## config.mk

```make
export PLATFORM = sky130hd
export DESIGN_NAME = console_line_editor
export DESIGN_NICKNAME = d
export VERILOG_FILES = /design/src/rtl/cle_pkg.sv /design/src/rtl/console_line_editor.sv /design/src/rtl/cle_ram.sv /design/src/rtl/cle_front.sv /design/src/rtl/cle_fifo.sv /design/src/rtl/cle_back.sv
export SDC_FILE = /design/constraint.sdc
export NUM_CORES = 2
export LEC_CHECK = 0
export ABC_AREA = 1
export BUFFER_PORTS_ARGS = -buffer_cell sky130_fd_sc_hd__buf_2
export CORE_MARGIN = 4
export CORE_UTILIZATION = 30
export CTS_CLUSTER_DIAMETER = 80
export DETAILED_ROUTE_END_ITERATION = 12
export GPL_ROUTABILITY_DRIVEN = 0
export HOLD_SLACK_MARGIN = 0.06
export PLACE_DENSITY = 0.56
export SETUP_SLACK_MARGIN = 0.02
export SYNTH_ARGS = -nofsm -noshare
export SYNTH_HDL_FRONTEND = slang
export SYNTH_SLANG_ARGS = --single-unit
```

## constraint.sdc

```tcl
create_clock -name clock -period 3.9 [get_ports clock]
set_input_delay 0.195 -clock clock [delete_from_list [all_inputs] [get_ports clock]]
set_output_delay 0.195 -clock clock [all_outputs]
set_load 0.05 [all_outputs]
```

## src/rtl/cle_pkg.sv

```systemverilog
// Shared types and key codes of the console line editor.
`default_nettype none
package cle_pkg;

   localparam logic [7:0] KEY_ERASE_A = 8'h08;
   localparam logic [7:0] KEY_ERASE_B = 8'h7f;
   localparam logic [7:0] KEY_CR      = 8'h0d;
   localparam logic [7:0] KEY_LF      = 8'h0a;
   localparam logic [7:0] KEY_DUMP    = 8'h10;
   localparam logic [7:0] KEY_KILL    = 8'h15;
   localparam logic [7:0] KEY_HOT1    = 8'h03;
   localparam logic [7:0] KEY_HOT2    = 8'h0f;
   localparam logic [7:0] KEY_HOT3    = 8'h0c;
   localparam logic [7:0] KEY_EOF     = 8'h04;
   localparam logic [7:0] KEY_NUL     = 8'h00;

   localparam int QDEPTH = 2;

   typedef enum logic [3:0] {
      OP_NOP    = 4'd0,
      OP_INSERT = 4'd1,
      OP_ERASE  = 4'd2,
      OP_KILL   = 4'd3,
      OP_HOT1   = 4'd4,
      OP_HOT2   = 4'd5,
      OP_HOT3   = 4'd6,
      OP_DUMP   = 4'd7,
      OP_READ   = 4'd8
   } op_type;

   typedef struct packed {
      op_type     op;
      logic [7:0] ch;
      logic       first;
   } qword_type;

   // lowest bit last
   typedef struct packed {
      logic       read_empty;
      logic       read_eof;
      logic [7:0] read_char;
      logic       read_valid;
      logic       menu_open;
      logic       menu_toggled;
      logic       dump_request;
      logic       line_ready;
      logic [7:0] erase_count;
      logic [7:0] echo_char;
      logic       echo_valid;
   } rsp_type;

endpackage
`default_nettype wire

```

## src/rtl/console_line_editor.sv

```systemverilog
// Top level of the console line editor.
//
// Request channel (req_): one word per keystroke (req_tuser 0) or per read
// of one committed byte (req_tuser 1). Response channel (rsp_): exactly one
// word per request, in request order.
// The front end decodes requests into a two-entry queue; the back end owns
// the line store (a BUF_DEPTH x 8 RAM with registered read) and the indices.
// A read that finds a committed byte waits on the store's registered read
// before it completes. A kill walks back entry by entry and stops at the
// commit point or at a line end; each step of that walk waits on the
// store's registered read. The back end takes no new word from the queue
// until the current one has been handed to the response register.
// Reset empties the store, clears all indices, hotkey progress and the menu
// flag, and drops any queued or pending words. A stalled rsp_tready holds
// the response; the queue keeps taking requests until it fills.
`default_nettype none
module console_line_editor import cle_pkg::*; #(
   parameter int BUF_DEPTH = 128
) (
   input  wire logic        clock,
   input  wire logic        reset,
   input  wire logic        req_tvalid,
   output logic             req_tready,
   input  wire logic        req_tuser,  // func
   input  wire logic [15:0] req_tdata,  // key_code[7:0], first_of_read[8], zero pad
   output logic             rsp_tvalid,
   input  wire logic        rsp_tready,
   // echo_valid, echo_char, erase_count, line_ready, dump_request,
   // menu_toggled, menu_open, read_valid, read_char, read_eof, read_empty
   output logic [31:0]      rsp_tdata
);

   logic      q_push, q_full, q_pop, q_empty;
   qword_type q_in_word, q_out_word;
   rsp_type   rsp_word;

   cle_front u_front (
      .req_tvalid (req_tvalid),
      .req_tready (req_tready),
      .req_tuser  (req_tuser),
      .req_tdata  (req_tdata),
      .q_full     (q_full),
      .q_push     (q_push),
      .q_word     (q_in_word)
   );

   cle_fifo u_queue (
      .clock     (clock),
      .reset     (reset),
      .push      (q_push),
      .push_word (q_in_word),
      .full      (q_full),
      .pop       (q_pop),
      .pop_word  (q_out_word),
      .empty     (q_empty)
   );

   cle_back #(
      .BUF_DEPTH (BUF_DEPTH)
   ) u_back (
      .clock      (clock),
      .reset      (reset),
      .q_empty    (q_empty),
      .q_word     (q_out_word),
      .q_pop      (q_pop),
      .rsp_tvalid (rsp_tvalid),
      .rsp_tready (rsp_tready),
      .rsp_word   (rsp_word)
   );

   assign rsp_tdata = rsp_word;

endmodule
`default_nettype wire

```

## src/rtl/cle_ram.sv

```systemverilog
// Generic single-port-write, registered-read RAM.
`default_nettype none
module cle_ram #(
   parameter int WIDTH = 8,
   parameter int DEPTH = 128
) (
   input  wire logic                     clock,
   input  wire logic                     wr_en,
   input  wire logic [$clog2(DEPTH)-1:0] wr_addr,
   input  wire logic [WIDTH-1:0]         wr_data,
   input  wire logic                     rd_en,
   input  wire logic [$clog2(DEPTH)-1:0] rd_addr,
   output logic      [WIDTH-1:0]         rd_data
);

   logic [WIDTH-1:0] mem_ff [DEPTH];
   logic [WIDTH-1:0] rd_data_ff;

   always_ff @(posedge clock) begin
      if (wr_en) begin
         mem_ff[wr_addr] <= wr_data;
      end
      if (rd_en) begin
         rd_data_ff <= mem_ff[rd_addr];
      end
   end

   assign rd_data = rd_data_ff;

endmodule
`default_nettype wire

```

## src/rtl/cle_front.sv

```systemverilog
// Front end: accepts request words and decodes them into queue operations.
`default_nettype none
module cle_front import cle_pkg::*; (
   input  wire logic        req_tvalid,
   output logic             req_tready,
   input  wire logic        req_tuser,
   input  wire logic [15:0] req_tdata,
   input  wire logic        q_full,
   output logic             q_push,
   output qword_type        q_word
);

   logic [7:0] key;

   assign key        = req_tdata[7:0];
   assign req_tready = !q_full;
   assign q_push     = req_tvalid && !q_full;

   always_comb begin
      q_word.ch    = key;
      q_word.first = req_tdata[8];
      q_word.op    = OP_INSERT;
      if (req_tuser) begin
         q_word.op = OP_READ;
      end else begin
         case (key)
            KEY_NUL:                  q_word.op = OP_NOP;
            KEY_DUMP:                 q_word.op = OP_DUMP;
            KEY_KILL:                 q_word.op = OP_KILL;
            KEY_ERASE_A, KEY_ERASE_B: q_word.op = OP_ERASE;
            KEY_HOT1:                 q_word.op = OP_HOT1;
            KEY_HOT2:                 q_word.op = OP_HOT2;
            KEY_HOT3:                 q_word.op = OP_HOT3;
            KEY_CR: begin
               q_word.op = OP_INSERT;
               q_word.ch = KEY_LF;
            end
            default:                  q_word.op = OP_INSERT;
         endcase
      end
   end

endmodule
`default_nettype wire

```

## src/rtl/cle_fifo.sv

```systemverilog
// Short register queue between front and back ends.
`default_nettype none
module cle_fifo import cle_pkg::*; (
   input  wire logic      clock,
   input  wire logic      reset,
   input  wire logic      push,
   input  wire qword_type push_word,
   output logic           full,
   input  wire logic      pop,
   output qword_type      pop_word,
   output logic           empty
);

   localparam int PW = $clog2(QDEPTH);
   localparam int CW = $clog2(QDEPTH + 1);

   qword_type         mem_ff [QDEPTH];
   logic [PW-1:0]     wp_ff, wp_in;
   logic [PW-1:0]     rp_ff, rp_in;
   logic [CW-1:0]     cnt_ff, cnt_in;

   assign full     = (cnt_ff == CW'(QDEPTH));
   assign empty    = (cnt_ff == '0);
   assign pop_word = mem_ff[rp_ff];

   always_comb begin
      wp_in  = wp_ff;
      rp_in  = rp_ff;
      cnt_in = cnt_ff;
      if (push) begin
         wp_in = (wp_ff == PW'(QDEPTH - 1)) ? '0 : wp_ff + 1'b1;
      end
      if (pop) begin
         rp_in = (rp_ff == PW'(QDEPTH - 1)) ? '0 : rp_ff + 1'b1;
      end
      if (push && !pop) begin
         cnt_in = cnt_ff + 1'b1;
      end else if (pop && !push) begin
         cnt_in = cnt_ff - 1'b1;
      end
   end

   always_ff @(posedge clock) begin
      if (reset) begin
         wp_ff  <= '0;
         rp_ff  <= '0;
         cnt_ff <= '0;
      end else begin
         wp_ff  <= wp_in;
         rp_ff  <= rp_in;
         cnt_ff <= cnt_in;
      end
      if (push) begin
         mem_ff[wp_ff] <= push_word;
      end
   end

endmodule
`default_nettype wire

```

## src/rtl/cle_back.sv

```systemverilog
// Back end: line store, indices, hotkey tracking and the result register.
`default_nettype none
module cle_back import cle_pkg::*; #(
   parameter int BUF_DEPTH = 128
) (
   input  wire logic      clock,
   input  wire logic      reset,
   input  wire logic      q_empty,
   input  wire qword_type q_word,
   output logic           q_pop,
   output logic           rsp_tvalid,
   input  wire logic      rsp_tready,
   output rsp_type        rsp_word
);

   localparam int IW      = $clog2(2 * BUF_DEPTH);
   localparam int SW      = $clog2(BUF_DEPTH);
   localparam int IDX_MOD = 2 * BUF_DEPTH;

   typedef enum logic [5:0] {
      ST_IDLE     = 6'b000001,
      ST_EXEC     = 6'b000010,
      ST_KILL_RD  = 6'b000100,
      ST_KILL_CMP = 6'b001000,
      ST_READ_CMP = 6'b010000,
      ST_DONE     = 6'b100000
   } state_type;

   function automatic logic [IW-1:0] idx_inc(input logic [IW-1:0] a);
      return (a == IW'(IDX_MOD - 1)) ? '0 : a + 1'b1;
   endfunction

   function automatic logic [IW-1:0] idx_dec(input logic [IW-1:0] a);
      return (a == '0) ? IW'(IDX_MOD - 1) : a - 1'b1;
   endfunction

   function automatic logic [IW-1:0] idx_half(input logic [IW-1:0] a);
      return (a >= IW'(BUF_DEPTH)) ? a - IW'(BUF_DEPTH) : a + IW'(BUF_DEPTH);
   endfunction

   function automatic logic [SW-1:0] slot(input logic [IW-1:0] a);
      logic [IW-1:0] s;
      s = (a >= IW'(BUF_DEPTH)) ? a - IW'(BUF_DEPTH) : a;
      return s[SW-1:0];
   endfunction

   function automatic logic [7:0] sat8(input logic [IW-1:0] n);
      logic [15:0] w;
      w = 16'(n);
      return (w > 16'd255) ? 8'hff : w[7:0];
   endfunction

   state_type     state_ff, state_in;
   qword_type     cur_ff, cur_in;
   logic [IW-1:0] rd_ff, rd_in;
   logic [IW-1:0] cm_ff, cm_in;
   logic [IW-1:0] ed_ff, ed_in;
   logic [IW-1:0] cnt_ff, cnt_in;
   logic [1:0]    hot_ff, hot_in;
   logic          menu_ff, menu_in;
   rsp_type       res_ff, res_in;
   rsp_type       rsp_ff, rsp_in;
   logic          rsp_valid_ff, rsp_valid_in;

   logic          ram_we, ram_re;
   logic [SW-1:0] ram_waddr, ram_raddr;
   logic [7:0]    ram_rdata;
   logic [IW:0]   used;
   logic [IW-1:0] ed_next;

   cle_ram #(
      .WIDTH (8),
      .DEPTH (BUF_DEPTH)
   ) u_store (
      .clock   (clock),
      .wr_en   (ram_we),
      .wr_addr (ram_waddr),
      .wr_data (cur_ff.ch),
      .rd_en   (ram_re),
      .rd_addr (ram_raddr),
      .rd_data (ram_rdata)
   );

   assign used = (ed_ff >= rd_ff) ? {1'b0, ed_ff} - {1'b0, rd_ff}
                                  : {1'b0, ed_ff} + (IW+1)'(IDX_MOD) - {1'b0, rd_ff};
   assign ed_next = idx_inc(ed_ff);

   always_comb begin
      state_in     = state_ff;
      cur_in       = cur_ff;
      rd_in        = rd_ff;
      cm_in        = cm_ff;
      ed_in        = ed_ff;
      cnt_in       = cnt_ff;
      hot_in       = hot_ff;
      menu_in      = menu_ff;
      res_in       = res_ff;
      rsp_in       = rsp_ff;
      rsp_valid_in = rsp_valid_ff;
      q_pop        = 1'b0;
      ram_we       = 1'b0;
      ram_re       = 1'b0;
      ram_waddr    = slot(ed_ff);
      ram_raddr    = slot(rd_ff);

      if (rsp_valid_ff && rsp_tready) begin
         rsp_valid_in = 1'b0;
      end

      case (state_ff)
         ST_IDLE: begin
            if (!q_empty) begin
               q_pop    = 1'b1;
               cur_in   = q_word;
               state_in = ST_EXEC;
            end
         end
         ST_EXEC: begin
            res_in           = '0;
            res_in.menu_open = menu_ff;
            state_in         = ST_DONE;
            case (cur_ff.op)
               OP_DUMP: res_in.dump_request = !menu_ff;
               OP_KILL: begin
                  cnt_in   = '0;
                  state_in = ST_KILL_RD;
               end
               OP_ERASE: begin
                  if (ed_ff != cm_ff) begin
                     ed_in              = idx_dec(ed_ff);
                     res_in.erase_count = 8'd1;
                  end
               end
               OP_HOT1: hot_in = (hot_ff == 2'd0) ? 2'd1 : 2'd0;
               OP_HOT2: hot_in = (hot_ff == 2'd1) ? 2'd2 : 2'd0;
               OP_HOT3: begin
                  hot_in = 2'd0;
                  if (hot_ff == 2'd2) begin
                     menu_in             = !menu_ff;
                     res_in.menu_toggled = 1'b1;
                     res_in.menu_open    = !menu_ff;
                  end
               end
               OP_INSERT: begin
                  if (used < (IW+1)'(BUF_DEPTH)) begin
                     ram_we            = 1'b1;
                     ed_in             = ed_next;
                     res_in.echo_valid = 1'b1;
                     res_in.echo_char  = cur_ff.ch;
                     if ((cur_ff.ch == KEY_LF || cur_ff.ch == KEY_EOF ||
                          ed_next == idx_half(rd_ff)) && !menu_ff) begin
                        cm_in             = ed_next;
                        res_in.line_ready = 1'b1;
                     end
                  end
               end
               OP_READ: begin
                  if (rd_ff == cm_ff) begin
                     res_in.read_empty = 1'b1;
                  end else begin
                     ram_re   = 1'b1;
                     state_in = ST_READ_CMP;
                  end
               end
               default: ;
            endcase
         end
         ST_KILL_RD: begin
            ram_raddr = slot(idx_dec(ed_ff));
            if (ed_ff == cm_ff) begin
               res_in.erase_count = sat8(cnt_ff);
               state_in           = ST_DONE;
            end else begin
               ram_re   = 1'b1;
               state_in = ST_KILL_CMP;
            end
         end
         ST_KILL_CMP: begin
            if (ram_rdata == KEY_LF) begin
               res_in.erase_count = sat8(cnt_ff);
               state_in           = ST_DONE;
            end else begin
               ed_in    = idx_dec(ed_ff);
               cnt_in   = cnt_ff + 1'b1;
               state_in = ST_KILL_RD;
            end
         end
         ST_READ_CMP: begin
            state_in = ST_DONE;
            if (ram_rdata == KEY_EOF) begin
               res_in.read_eof = 1'b1;
               if (cur_ff.first) begin
                  rd_in = idx_inc(rd_ff);
               end
            end else begin
               rd_in             = idx_inc(rd_ff);
               res_in.read_valid = 1'b1;
               res_in.read_char  = ram_rdata;
            end
         end
         ST_DONE: begin
            if (!rsp_valid_ff || rsp_tready) begin
               rsp_in       = res_ff;
               rsp_valid_in = 1'b1;
               state_in     = ST_IDLE;
            end
         end
         default: state_in = ST_IDLE;
      endcase
   end

   always_ff @(posedge clock) begin
      if (reset) begin
         state_ff     <= ST_IDLE;
         rd_ff        <= '0;
         cm_ff        <= '0;
         ed_ff        <= '0;
         hot_ff       <= '0;
         menu_ff      <= 1'b0;
         rsp_valid_ff <= 1'b0;
      end else begin
         state_ff     <= state_in;
         rd_ff        <= rd_in;
         cm_ff        <= cm_in;
         ed_ff        <= ed_in;
         hot_ff       <= hot_in;
         menu_ff      <= menu_in;
         rsp_valid_ff <= rsp_valid_in;
      end
      cur_ff <= cur_in;
      cnt_ff <= cnt_in;
      res_ff <= res_in;
      rsp_ff <= rsp_in;
   end

   assign rsp_tvalid = rsp_valid_ff;
   assign rsp_word   = rsp_ff;

endmodule
`default_nettype wire

```

Word level (Yosys, flattened, before mapping)
Memory sizes are Yosys's and may differ from the RTL's. A register that Yosys moved wholly into a read port is not among the register bits.
Index checks and enable logic that the tools add are counted.
{"block": "totals", "out_inout_bits": 34, "n_memories": 2, "ramBits": 1050, "reg_bits": 110}
{"name": "u_back.u_store.mem_ff", "depth": 128, "width": 8, "read_ports": 1, "rd_ports_with_merged_regs": 1, "wr": 1, "line_no": "cle_ram.sv:16", "source": "logic [WIDTH-1:0] mem_ff [DEPTH];"}
{"name": "u_queue.mem_ff", "depth": 2, "width": 13, "read_ports": 1, "rd_ports_with_merged_regs": 1, "wr": 1, "line_no": "cle_fifo.sv:17", "source": "qword_type mem_ff [QDEPTH];"}
{"block": "op_classes", "order_cmp": 5, "reduce_logical": 36, "addsub": 15, "muxes": 66, "bitwise_logic": 1, "n_eq_ne": 47}
{"operator": "$mux 8", "count": 15}
{"operator": "$eq 8x4->1 const B", "count": 6}
{"operator": "$pmux 8 s2", "count": 3}
{"operator": "$pmux 6 s6", "count": 1}
{"operator": "$mux 6", "count": 5}
{"operator": "$mux 7", "count": 4}
{"operator": "$add 8x1->8 const B", "count": 3}
{"operator": "$eq 8x8->1", "count": 3}
{"operator": "$ge 8x8->1 const B", "count": 3}
{"operator": "$mux 1", "count": 24}
{"operator": "$pmux 8 s3", "count": 1}
{"operator": "$pmux 3 s7", "count": 1}
{"operator": "$pmux 10 s2", "count": 1}
{"operator": "$mux 9", "count": 2}
{"operator": "$eq 4x3->1 const B", "count": 4}
{"operator": "$eq 8x3->1 const B", "count": 2}
{"operator": "$eq 8x5->1 const B", "count": 2}
{"operator": "$eq 8x8->1 const B", "count": 2}
{"operator": "$logic_not 8->1", "count": 2}
{"operator": "$reduce_and 2->1", "count": 8}
{"operator": "$sub 7x1->7 const B", "count": 2}
{"operator": "$pmux 6 s2", "count": 1}
{"operator": "$mux 2", "count": 5}
{"operator": "$ne 2x1->1 const B", "count": 5}
{"operator": "42 further kinds", "count": 65}

Logic depth before layout (Yosys ltp)
{"block": "depth", "ltp_word": 9, "depth_mapped": 20, "depth_no_buf": 17}

Modules after synthesis
From an unflattened synthesis, not the netlist that was laid out.
{"block": "unflattened", "cells_unflattened": 4349, "hier_area_um2": 49497.5}
{"mod": "cle_ram", "area_each_um2": 42184.2, "n_inst": 1, "cells_per_inst": 3575}
{"mod": "cle_back", "area_each_um2": 5826.8, "n_inst": 1, "cells_per_inst": 635}
{"mod": "cle_fifo", "area_each_um2": 1202.4, "n_inst": 1, "cells_per_inst": 73}
{"mod": "cle_front", "area_each_um2": 284.0, "n_inst": 1, "cells_per_inst": 66}

Least setup slack after synthesis
Ideal clock, no wire load.
{"block": "synth_timing", "path_kind": "register -> register", "startpoint": "register u_back.state_ff[2]", "endpoint": "register u_back.rsp_ff, in the netlist u_back.rsp_word[0] (enable)", "stages_incl_launch_ff": 6, "arrival_time_ns": 3.727, "slack_ns": -0.328, "t_required_ns": 3.399, "setup_time_ns": 0.501, "cell_sequence": "dfxtp_1 > nor2_1 > inv_1 > nor2_1 > inv_1 > nor4_1"}
{"block": "synth_via", "elab_chain_cells": 2}
{"item": "start, declared", "line_no": "cle_back.sv:53", "source": "state_type state_ff, state_in;"}
{"item": "start signal, assigned", "line_no": "cle_back.sv:222", "source": "state_ff <= state_in;"}
{"item": "$eq 6x6->1", "line_no": "cle_back.sv:110", "source": "case (state_ff)"}
{"item": "$reduce_and 2->1 (no line)"}
{"item": "end signal, assigned", "line_no": "cle_back.sv:233", "source": "rsp_ff <= rsp_in;"}
{"item": "end, declared", "line_no": "cle_back.sv:62", "source": "rsp_type rsp_ff, rsp_in;"}
No other way between the ends.
A chain may end at the register's enable or synchronous reset.

Worst setup path in the final report
{"block": "layout_timing", "startpoint": "register u_back.state_ff[4]", "endpoint": "register u_back.u_store.rd_data_ff[4], in the netlist u_back.u_store.rd_data[4], read port of u_back.u_store.mem_ff (data pin)"}
{"block": "layout_via", "elab_chain_cells": 2}
{"item": "$eq 6x3->1 or $eq 6x2->1 (tied branches)", "line_no": "cle_back.sv:110"}
{"item": "$pmux 1 s2 or $mux 7 (tied branches)", "line_no": "cle_back.sv:110"}
{"item": "end, declared", "line_no": "cle_ram.sv:17", "source": "logic [WIDTH-1:0] rd_data_ff;"}
Parallel ways exist; a longest one is shown, timed or not.

==> results by group <==
Timing
  – Hold_ws: 0.237 ns
  – Crit path time final: 3.43 ns
  – Relative slew slack: 24.5%
  – Final hold viol count: 0
  – Max Slew Vio Count: 0
  – Tightest Pin Transition: 1.13 ns
  – RSZ-0062 raised after global routing: false
  – Clock Skews: 0.0312 ns
  – Final setup TNS: 0 ns
  – # setup viols final: 0
  – Final Cycle Share: 87.9%
  – Max Fclk: 0.292 GHz

Floorplanning
  – Initial Util: 30.2%
  – Die Y: 427 um
  – Die X: 427 um
  – # IOs: 55
  – Placement row count: 153
  – Core Region: 174,000 um2
  – Die area: 182,000 um2

Drt
  – DR WL met2: 63,900 um
  – Met1 WL: 61,700 um
  – DRT iter0 DRCs: 3,322
  – Detailed Routing Iterations Pass 1: 5
  – DRC: 0
  – Via count: 35.2k
  – Wire length on met3: 9220 um
  – Drt via density: 4.67
  – Avg WL per Cell: 18.4 um
  – Post-route ant nets: 0
  – Top Layer Used: met5
  – Final WL: 139,000 um

Yosys
  – Commonest cells in the synthesized netlist: edfxtp_1 (1,143), nand2_1 (1,111), nand3_1 (1,027)
  – Yosys top cell area share: 65.3%
  – Syn Std Cell Area: 52,600 um2
  – Seq/Total Area, Yosys: 66.7%
  – Post-synth top area cell: edfxtp_1
  – Synth async-reset ratio: 0%
  – #FFs+latches synth: 1,181
  – Post-Synthesis Cells: 5,045
  – Largest cells by area after synthesis: edfxtp_1 (65%), nand3_1 (9.8%), nand2_1 (7.9%), inv_1 (6.2%), nand3b_1 (2.1%)
  – Most common cell in the netlist: edfxtp_1
  – Yosys warns: 0
  – Distinct cells, synth: 44
  – Commonest register cell after synthesis: edfxtp_1
  – Syn Area/Cell: 10.4 um2
  – EDFF count, synth: 1,143
  – Post-Syn Nets: 5,080

Global route
  – Antenna violations before repair: 1
  – Largest net degree at the start of global routing: 130
  – First-pass GRT wire length: 210,000 um
  – Grt total ovfl: 0
  – Global-route usage over all layers: 15.1%
  – Vias in the first global route: 33.6k

Final layout
  – Layout area overhead: 14.1%
  – Design area: 60,000 um2
  – Fin util: 34.5%
  – Final Net Count: 5,161
  – Layout fillers: 17.2k
  – Layout cells sized above 1: 7.67%

Hold path
  – Hold Path Class: in2reg

CTS
  – Post-CTS resize count: 0
  – Clock sinks: 1,181
  – CTS root buf: clkbuf_16
  – TritonCTS clock tree: built
  – TritonCTS buffer count: 130
  – H-tree levels: 4
  – Clock latency on the worst-skew pair: 0.74 ns
  – Longest Clk Path Bufs: 3
  – Clock transition at path regs: 0.06 ns

Setup path
  – Critical path capture point type: register
  – CP Launch Type: register
  – Crit Path Category: reg2reg
  – Worst EP required: 4.36 ns
  – CP cell instances: nor2_2 > nand2_1 > nor2_2 > inv_2 > nand2_8 > nand2_8 > buf_4 > nand2_1 > nand3_1 > nand3_1 > nand3_1 > nand3_1 > nand3_1 > nand2_1 > nand2_1 > nand2_1
  – Slowest stage cell, crit path: buf_4
  – Arr. time, crit path: 3.89 ns
  – Crit Path Max Fanout: 44
  – Largest stage delay, worst path: 0.47 ns

Power
  – Cell Pwr Density: 514 nW/um2
  – Tot Pwr: 30.8 mW
  – P_leak: 24.0 nW
  – Peak supply drop: 729 uV

Placed design
  – Cell area after placement: 55,900 um2
  – Port bufs: 47
  – Dpl hpwl: 78,200 um

Job
  – Max Cap Violations: 0

Outcome
  – Status: complete, no violations
metrics by stage:
stage / cells / setup slack (ns)
2_1_floorplan: 5045 / 0.950
3_3_place_gp: 7304 / 0.501
3_5_place_dp: 7304 / 0.458
4_1_cts: 7542 / 0.524
5_1_grt: 7542 / 0.215
6_report: 7544 / 0.473
worst paths after layout:
kind | startpoint | to | slack [ns] | depth (start not counted)
max | u_back.state_ff[4] | u_back.u_store.rd_data[4] | 0.47 | 16
min | req_tdata[8] | u_queue.mem_ff[0][0] | 0.24 | 2
min reg2reg | u_back.res_ff[9] | u_back.rsp_word[9] | 0.41 | 0
max reg2reg | u_back.state_ff[4] | u_back.u_store.rd_data[4] | 0.47 | 16
placed cells by master (no fill, tap or decap), drive strengths merged, types with 4 or more instances in the layout:
cell            n
nor3           19
clkbuf        169
edfxtp       1143
nand3        1029
nand3b        144
xor2           15
dfxtp          38
o211ai          9
nor3b          11
ha             14
nand2        1119
a21oi          31
dlygate4sd3    15
buf           206
nor2          232
inv           883
clkinv         41
nor4           13
clkinvlp        4
o21ai          44
nand4          17
state kept, by name, summed over array words and instances (netlist names), 2 cells and up:
signal                  cells
u_back.cm_ff                8
u_queue.mem_ff             26
u_queue.cnt_ff              2
u_back.rd_ff                8
u_back.state_ff             6
u_back.u_store.rd_data      8
u_back.cur_ff              13
u_back.ed_ff                8
u_back.u_store.mem_ff    1024
u_back.rsp_word            32
u_back.res_ff              32
u_back.hot_ff               2
u_back.cnt_ff               8
critical path: cells and delay by family (launching register included):
family	cells	cell delay [ns]
AND/OR/NAND/NOR	14	1.94
flip-flops	1	0.44
buffers and inverters	2	0.72
power breakdown:
part / internal [mW] / total, mW / switching (mW)
Combinational: 0.535 / 3.47 / 2.94
Sequential: 15.7 / 15.9 / 0.198
Clock: 6.58 / 11.4 / 4.87
per-layer routing:
layer,vias to the layer above,global-route usage [%]
met5,-,0
met4,2,5.10
met3,236,2.37
met2,1150,23.9
met1,16900,21.1
li1,16900,-
area by class of cell:
| cell class | instances | area, um2 | area share [%] |
|---|---|---|---|
| clock inverter | 54 | 343 | 0.572 |
| timing repair buffer | 221 | 2030 | 3.38 |
| tap | 2325 | 2910 | 4.85 |
| clock buffer | 169 | 3550 | 5.92 |
| multi-input combinational | 2715 | 12700 | 21.3 |
| inverter | 877 | 3300 | 5.51 |
| sequential | 1181 | 35100 | 58.5 |
| antenna | 2 | 5.00 | 0.00835 |
cells by family after synthesis:
| logic type | after synthesis | share of synthesized area [%] |
|---|---|---|
| buffers and inverters | 1149 | 9.19 |
| adder cells (fa/ha/maj) | 14 | 0.333 |
| flip-flops | 1181 | 66.7 |
| AO/OA/AOI/OAI | 97 | 1.08 |
| XOR/XNOR | 17 | 0.283 |
| AND/OR/NAND/NOR | 2587 | 22.4 |
repair_timing:
item                                   4_1_cts  5_1_grt
setup endpoints to repair                    0        0
hold buffers                                15        0
buffers inserted                             0        0
endpoints found under the hold margin       46        0
(Power assumes the default switching activity.)
